**src/hdl/bda_pkg.sv**
```systemverilog
package bda_pkg;

    localparam int TIME_BITS = 32;
    localparam int CFG_BITS  = 16;
    localparam int NOW_BITS  = 32;
    localparam int IDX_BITS  = 2;

    typedef logic [TIME_BITS-1:0] time_t;
    typedef logic [CFG_BITS-1:0]  cfg_t;

    // button sets, bit0 decrement, bit1 increment
    typedef enum logic [1:0] {
        BTN_NONE  = 2'd0,
        BTN_DEC   = 2'd1,
        BTN_INC   = 2'd2,
        BTN_CHORD = 2'd3
    } btn_t;

    typedef enum logic [IDX_BITS-1:0] {
        REG_DEBOUNCE_TIME      = 2'd0,
        REG_FIRST_REPEAT_DELAY = 2'd1,
        REG_REPEAT_INTERVAL    = 2'd2
    } reg_idx_t;

    localparam cfg_t DEBOUNCE_TIME_RST      = CFG_BITS'(20);
    localparam cfg_t FIRST_REPEAT_DELAY_RST = CFG_BITS'(500);
    localparam cfg_t REPEAT_INTERVAL_RST    = CFG_BITS'(100);

    // deadline reached when the wrapping difference is not negative
    function automatic logic time_reached(time_t now, time_t limit);
        time_t diff;
        diff = now - limit;
        return ~diff[TIME_BITS-1];
    endfunction

endpackage

```
**src/hdl/bda_if.sv**
```systemverilog
interface bda_in_if;
    logic                           valid;
    logic                           ready;
    logic [bda_pkg::NOW_BITS-1:0]   now_ms;
    logic                           dec_pressed;
    logic                           inc_pressed;

    modport source (output valid, output now_ms, output dec_pressed, output inc_pressed,
                    input ready);
    modport sink (input valid, input now_ms, input dec_pressed, input inc_pressed,
                  output ready);
endinterface

interface bda_out_if;
    logic        valid;
    logic        ready;
    logic [1:0]  press_code;

    modport source (output valid, output press_code, input ready);
    modport sink (input valid, input press_code, output ready);
endinterface

```
**src/hdl/button_debounce_autorepeat.sv**
```systemverilog
// Two-button qualifier with debounce, release lockout and auto-repeat. Each input item is
// one sample of both button levels with its millisecond time; each item gives exactly one
// result item carrying press_code (0 none, 1 decrement, 2 increment, 3 both). An item is
// taken in every clock cycle unless the result register stalls: it is registered on
// acceptance, evaluated against the button state while held in the input register and
// loaded into the result register when it advances. The rate is set only by the result
// register: while a result waits to be taken, the one item already registered waits too
// and input ready drops. Configuration registers are written through cfg_we, cfg_index
// and cfg_data; the user must do so only while no item is in flight, as the block does
// not enforce it. Indexes beyond 2 are ignored.
module button_debounce_autorepeat (
    input  logic                           clk,
    input  logic                           rst_n,
    bda_in_if.sink                         in_ch,
    bda_out_if.source                      out_ch,
    input  logic                           cfg_we,
    input  logic [bda_pkg::IDX_BITS-1:0]   cfg_index,
    input  logic [bda_pkg::CFG_BITS-1:0]   cfg_data
);

    bda_pkg::cfg_t debounce_time_reg;
    bda_pkg::cfg_t first_repeat_delay_reg;
    bda_pkg::cfg_t repeat_interval_reg;

    // input register
    logic                          s1_valid_reg;
    logic                          s1_valid_next;
    bda_pkg::time_t                s1_now_reg;
    bda_pkg::btn_t                 s1_cur_reg;

    // button state
    bda_pkg::btn_t                 held_reg;
    bda_pkg::btn_t                 held_next;
    bda_pkg::time_t                deadline_reg;
    bda_pkg::time_t                deadline_next;
    logic                          debounce_reg;
    logic                          debounce_next;
    logic                          emitted_reg;
    logic                          emitted_next;
    logic                          repeat_reg;
    logic                          repeat_next;

    // result register
    logic                          out_valid_reg;
    logic                          out_valid_next;
    logic [1:0]                    press_code_reg;

    logic                          advance;
    logic                          in_accept;
    logic [1:0]                    code;
    logic                          go;
    bda_pkg::time_t                dl;
    bda_pkg::time_t                dbt;

    assign advance   = s1_valid_reg && (!out_valid_reg || out_ch.ready);
    assign in_ch.ready = !s1_valid_reg || advance;
    assign in_accept = in_ch.valid && in_ch.ready;

    assign out_ch.valid      = out_valid_reg;
    assign out_ch.press_code = press_code_reg;

    assign dbt = bda_pkg::TIME_BITS'(debounce_time_reg);

    always_ff @(posedge clk or negedge rst_n)
    begin
        if (!rst_n)
        begin
            debounce_time_reg      <= bda_pkg::DEBOUNCE_TIME_RST;
            first_repeat_delay_reg <= bda_pkg::FIRST_REPEAT_DELAY_RST;
            repeat_interval_reg    <= bda_pkg::REPEAT_INTERVAL_RST;
        end
        else if (cfg_we)
        begin
            case (cfg_index)
                bda_pkg::REG_DEBOUNCE_TIME:      debounce_time_reg      <= cfg_data;
                bda_pkg::REG_FIRST_REPEAT_DELAY: first_repeat_delay_reg <= cfg_data;
                bda_pkg::REG_REPEAT_INTERVAL:    repeat_interval_reg    <= cfg_data;
                default:                         ;
            endcase
        end
    end

    always_comb
    begin
        held_next     = held_reg;
        deadline_next = deadline_reg;
        debounce_next = debounce_reg;
        emitted_next  = emitted_reg;
        repeat_next   = repeat_reg;
        code          = bda_pkg::BTN_NONE;
        go            = 1'b1;
        dl            = deadline_reg;

        if (s1_cur_reg == bda_pkg::BTN_NONE && held_reg == bda_pkg::BTN_NONE)
        begin
            go = 1'b0;
        end
        else if (s1_cur_reg > held_reg)
        begin
            go = 1'b0;
            // from idle a press waits out the release lockout
            if (!(held_reg == bda_pkg::BTN_NONE
                  && !bda_pkg::time_reached(s1_now_reg, deadline_reg)))
            begin
                held_next     = s1_cur_reg;
                emitted_next  = 1'b0;
                repeat_next   = (s1_cur_reg == bda_pkg::BTN_DEC
                                 || s1_cur_reg == bda_pkg::BTN_INC);
                debounce_next = 1'b1;
                deadline_next = s1_now_reg + dbt;
            end
        end
        else
        begin
            if (debounce_reg)
            begin
                if (!bda_pkg::time_reached(s1_now_reg, deadline_reg))
                begin
                    go = 1'b0;
                end
                else
                begin
                    debounce_next = 1'b0;
                    dl = deadline_reg + bda_pkg::TIME_BITS'(first_repeat_delay_reg) - dbt;
                end
            end

            // partial release stalls
            if (go && !(s1_cur_reg != bda_pkg::BTN_NONE && s1_cur_reg < held_reg))
            begin
                if (s1_cur_reg == bda_pkg::BTN_NONE)
                begin
                    if (!emitted_reg)
                    begin
                        code = held_reg;
                    end
                    held_next = bda_pkg::BTN_NONE;
                    dl = s1_now_reg + dbt;
                end
                else if (!repeat_reg)
                begin
                    if (!emitted_reg)
                    begin
                        code = held_reg;
                    end
                end
                else if (bda_pkg::time_reached(s1_now_reg, dl))
                begin
                    code = held_reg;
                    dl = dl + bda_pkg::TIME_BITS'(repeat_interval_reg);
                end

                if (code != bda_pkg::BTN_NONE)
                begin
                    emitted_next = 1'b1;
                end
            end
            deadline_next = dl;
        end
    end

    always_comb
    begin
        s1_valid_next = s1_valid_reg;
        if (in_accept)
        begin
            s1_valid_next = 1'b1;
        end
        else if (advance)
        begin
            s1_valid_next = 1'b0;
        end

        out_valid_next = out_valid_reg;
        if (advance)
        begin
            out_valid_next = 1'b1;
        end
        else if (out_ch.ready)
        begin
            out_valid_next = 1'b0;
        end
    end

    always_ff @(posedge clk or negedge rst_n)
    begin
        if (!rst_n)
        begin
            s1_valid_reg  <= 1'b0;
            out_valid_reg <= 1'b0;
            held_reg      <= bda_pkg::BTN_NONE;
            deadline_reg  <= '0;
            debounce_reg  <= 1'b0;
            emitted_reg   <= 1'b0;
            repeat_reg    <= 1'b0;
        end
        else
        begin
            s1_valid_reg  <= s1_valid_next;
            out_valid_reg <= out_valid_next;
            if (advance)
            begin
                held_reg     <= held_next;
                deadline_reg <= deadline_next;
                debounce_reg <= debounce_next;
                emitted_reg  <= emitted_next;
                repeat_reg   <= repeat_next;
            end
        end
    end

    always_ff @(posedge clk)
    begin
        if (in_accept)
        begin
            s1_now_reg <= bda_pkg::TIME_BITS'(in_ch.now_ms);
            s1_cur_reg <= bda_pkg::btn_t'({in_ch.inc_pressed, in_ch.dec_pressed});
        end
        if (advance)
        begin
            press_code_reg <= code;
        end
    end

endmodule

```
**src/flat_wrapper.sv**
```systemverilog
// flat-port wrapper written by rule: the top's interface ports become plain ports
module button_debounce_autorepeat_flat 
  (clk, rst_n, cfg_we, cfg_index, cfg_data, in_ch_valid, in_ch_now_ms, in_ch_dec_pressed, in_ch_inc_pressed, in_ch_ready, out_ch_valid, out_ch_press_code, out_ch_ready);
  bda_in_if in_ch_i ();
  bda_out_if out_ch_i ();
  input  logic clk;
  input  logic rst_n;
  input  logic cfg_we;
  input  logic [bda_pkg::IDX_BITS-1:0] cfg_index;
  input  logic [bda_pkg::CFG_BITS-1:0] cfg_data;
  input wire logic [$bits(in_ch_i.valid)-1:0] in_ch_valid;
  input wire logic [$bits(in_ch_i.now_ms)-1:0] in_ch_now_ms;
  input wire logic [$bits(in_ch_i.dec_pressed)-1:0] in_ch_dec_pressed;
  input wire logic [$bits(in_ch_i.inc_pressed)-1:0] in_ch_inc_pressed;
  output wire logic [$bits(in_ch_i.ready)-1:0] in_ch_ready;
  output wire logic [$bits(out_ch_i.valid)-1:0] out_ch_valid;
  output wire logic [$bits(out_ch_i.press_code)-1:0] out_ch_press_code;
  input wire logic [$bits(out_ch_i.ready)-1:0] out_ch_ready;
  assign in_ch_i.valid = in_ch_valid;
  assign in_ch_i.now_ms = in_ch_now_ms;
  assign in_ch_i.dec_pressed = in_ch_dec_pressed;
  assign in_ch_i.inc_pressed = in_ch_inc_pressed;
  assign in_ch_ready = in_ch_i.ready;
  assign out_ch_valid = out_ch_i.valid;
  assign out_ch_press_code = out_ch_i.press_code;
  assign out_ch_i.ready = out_ch_ready;
  button_debounce_autorepeat u_core (.clk(clk), .rst_n(rst_n), .in_ch(in_ch_i), .out_ch(out_ch_i), .cfg_we(cfg_we), .cfg_index(cfg_index), .cfg_data(cfg_data));
endmodule
```
**config.mk**
```make
export PLATFORM = sky130hd
export DESIGN_NAME = button_debounce_autorepeat_flat
export DESIGN_NICKNAME = d
export VERILOG_FILES = /design/src/hdl/bda_pkg.sv /design/src/hdl/bda_if.sv /design/src/hdl/button_debounce_autorepeat.sv /design/src/flat_wrapper.sv
export SDC_FILE = /design/constraint.sdc
export NUM_CORES = 1
export LEC_CHECK = 0
export BUFFER_PORTS_ARGS = -buffer_cell sky130_fd_sc_hd__buf_2
export CORE_ASPECT_RATIO = 0.6
export CORE_MARGIN = 5
export CORE_UTILIZATION = 50
export CTS_BUF_LIST = sky130_fd_sc_hd__clkbuf_16
export CTS_CLUSTER_SIZE = 12
export DETAILED_ROUTE_END_ITERATION = 8
export PLACE_DENSITY_LB_ADDON = 0.15
export SLEW_MARGIN = 20
export SYNTH_ARGS = -nofsm -noshare
export SYNTH_HDL_FRONTEND = slang
export SYNTH_SLANG_ARGS = --single-unit
export TNS_END_PERCENT = 50
```
**constraint.sdc**
```tcl
create_clock -name clk -period 20.7 [get_ports clk]
set_clock_uncertainty 0.1 [all_clocks]
set_input_delay 1.035 -clock clk [delete_from_list [all_inputs] [get_ports clk]]
set_output_delay 1.035 -clock clk [all_outputs]
set_load 0.1 [all_outputs]
```
==> impl_metrics.env <==
export IMPL_outcome="finished clean"
export IMPL_cp_data_required_time_ps=20880
export IMPL_ys_flop_type="dfrtp_1"
export IMPL_synth_net_count=1419
export IMPL_async_flop_share_pct=70.7
export IMPL_io_buffers=60
export IMPL_vias=9765
export IMPL_clk_path_buf_depth=2
export IMPL_cts_htree_levels=4
export IMPL_antenna_found_initial=0
export IMPL_cts_hold_buf=0
export IMPL_yosysWarnings=0
export IMPL_synth_cells=1219
export IMPL_nFillCells=1956
export IMPL_grt_pass1_vias=9009
export IMPL_area_growth_pct=10.8
export IMPL_track_usage_pct=26.4
export IMPL_overflow=0
export IMPL_crit_fanout=17
export IMPL_netlist_area_um2=11100
export IMPL_drtIter0Drc=1048
export IMPL_clkTransAtPathRegs_ps=60
export IMPL_ctsResizeCount=0
export IMPL_netlist_area_leader_share_pct=17.1
export IMPL_rsz0062_at_grt="no"
export IMPL_grt_pass1_wl_um=52200
export IMPL_arrival_ps=8100
export IMPL_start_util_pct=50.6
export IMPL_drcViolationCount=0
export IMPL_pre_cts_ws_ps=13020
export IMPL_dpl_cell_area_um2=11700
export IMPL_ios=61
export IMPL_insertion_delay_ps=440
export IMPL_dp_hpwl_um=26000
export IMPL_dr_pass1_iters=5
export IMPL_place_congestion=0.949
export IMPL_setup_tns_ps=0
export IMPL_layout_nets=1475
export IMPL_worst_path_most_repeated_cell="a211oi_1"
export IMPL_numCtsBuffers=17
export IMPL_muxShareOfSynthArea_pct=6.39
export IMPL_avgRoutedWirePerCell_um=21.3
export IMPL_cts_sinks=123
export IMPL_drt_total_wl_um=33500
export IMPL_synth_cell_types=79
export IMPL_fin_crit_sh_pct=38.3
export IMPL_synth_top_family_by_area="compound AO/OA/AOI/OAI gates"
export IMPL_synth_area_leader_cell="dfrtp_1"
export IMPL_synth_compound_area_share_pct=21.8
export IMPL_cts_root_buf="clkbuf_16"
export IMPL_yosysSeqAreaShare_pct=29.5
export IMPL_maxCapViolations=0
export IMPL_criticalPathCategory="register to register"
export IMPL_stdcell_area_um2=12300
export IMPL_layout_commonest_cell="ha_1"
export IMPL_yosys_area_share_adder_pct=17.4
export IMPL_cp_slowest_cell="and2_1"
export IMPL_finalSetupViolations=0
export IMPL_synth_xor_area_share_pct=5.97
export IMPL_fin_util_pct=56.1
export IMPL_grt_max_degree=52
export IMPL_die_width_um=202
export IMPL_fmax_ghz=0.126
export IMPL_post_cts_setup_buffers=0
export IMPL_synth_avg_cell_area_um2=9.10
export IMPL_yosys_top_cells_area="dfrtp_1, ha_1, edfxtp_1, mux2_2, inv_1"
export IMPL_tightest_slew_ps=1130
export IMPL_via_per_inst=6.20
export IMPL_final_setup_worst_slack_ps=12780
export IMPL_slew_violations=0
export IMPL_post_route_min_period_ps=7920
export IMPL_fp_dieH_um=125
export IMPL_cts_tree="done"
export IMPL_synth_simple_area_share_pct=13.6
export IMPL_diodes=0
export IMPL_start_kind="register"
export IMPL_die_area_um2=25400
export IMPL_relSlewSlack_pct=23.0
export IMPL_final_cell_mix="ha_1, inv_1, nand2_1"
export IMPL_hold_path_class="register to register"
export IMPL_layout_drive_gt1_share_pct=14.4
export IMPL_synth_enable_flop_cells=36
export IMPL_endpoint_kind="register"
export IMPL_synth_seq_cells=123
export IMPL_coreArea_um2=21900
export IMPL_max_stage_delay_ps=630
export IMPL_drtAntennaViolNets=0
export IMPL_hold_viol_final=0
export IMPL_placementRows=42
==> Yosys cell counts, types with 5 or more instances <==
| cell type | instances |
|---|---|
| a21oi_1 | 71 |
| nor2_1 | 61 |
| a22oi_1 | 7 |
| nor3_1 | 21 |
| nand2_1 | 88 |
| o211ai_1 | 8 |
| a31oi_1 | 15 |
| and3_1 | 19 |
| dfstp_2 | 11 |
| a222oi_1 | 10 |
| dfrtp_1 | 76 |
| xor2_1 | 35 |
| o21a_1 | 13 |
| mux2i_1 | 12 |
| a221oi_1 | 7 |
| a211o_1 | 7 |
| nand3b_1 | 6 |
| a21boi_0 | 5 |
| o21bai_1 | 9 |
| or3_1 | 14 |
| nand4_1 | 14 |
| nor2b_1 | 6 |
| nand2b_1 | 17 |
| xnor2_1 | 38 |
| ha_1 | 125 |
| mux2_2 | 51 |
| inv_1 | 121 |
| o21ai_0 | 67 |
| nand3_1 | 30 |
| o221ai_1 | 6 |
| and2_1 | 8 |
| and4_1 | 6 |
| fa_1 | 18 |
| edfxtp_1 | 36 |
| o21ai_1 | 16 |
| a21o_1 | 47 |
| clkbuf_1 | 25 |
| a211oi_1 | 16 |
| o22ai_1 | 7 |
| a31o_2 | 6 |
==> kinds of logic after synthesis <==
| group | Yosys count |
|---|---|
| AND/OR/NAND/NOR | 303 |
| XOR/XNOR | 74 |
| multiplexers | 64 |
| flip-flops | 123 |
| adder cells (fa/ha/maj) | 143 |
| buffers and inverters | 155 |
| AO/OA/AOI/OAI | 357 |
==> final cells by class <==
cell class / count / area [µm²] / share of cell area [%]
timing repair buffer: 71 / 385 / 3.14
sequential: 123 / 3270 / 26.6
tap: 286 / 358 / 2.91
inverter: 121 / 454 / 3.70
clock buffer: 18 / 450 / 3.67
clock inverter: 14 / 141 / 1.15
multi-input combinational: 941 / 7230 / 58.8
==> worst paths after layout <==
kind	start	to	slack [ps]	depth (start not counted)
worst max-delay path	u_core.deadline_reg[11]	u_core.deadline_reg[5]	12780	26
worst min-delay path	u_core.deadline_reg[4]	u_core.deadline_reg[4]	390	2
worst max register to register	u_core.deadline_reg[11]	u_core.deadline_reg[5]	12780	26
worst min register to register	u_core.deadline_reg[4]	u_core.deadline_reg[4]	390	2
max in group asynchronous	rst_n	u_core.debounce_time_reg[3]	18870	2
min in group asynchronous	rst_n	u_core.deadline_reg[24]	470	1
==> critical path: cells and delay by family, from the launching register on <==
family,cells,cell delay [ps]
compound gates,15,4330
xor+xnor,1,300
buf+inv,2,170
fa+ha+maj,3,1280
flops,1,350
simple gates,5,1210
==> layer usage <==
| metal | share of wire, % | GRT usage [%] | up-vias |
|---|---|---|---|
| li1 | - | - | 4597 |
| met1 | 51 | 43.5 | 4719 |
| met2 | 38 | 34.0 | 417 |
| met3 | 9.8 | 6.88 | 32 |
| met4 | 1.1 | 5.54 | 0 |
| met5 | 0 | 0 | - |
==> through the flow <==
stage | instances | hold WS, ps
floorplan | 1219 | 350
global placement | 1542 | 368
detailed placement | 1542 | 376
CTS | 1574 | 390
global route | 1574 | 409
finish | 1574 | 387
Power is left out: the tool's default activity adds up to more than one toggle a clock period on the data nets, which glitch-free logic cannot reach.
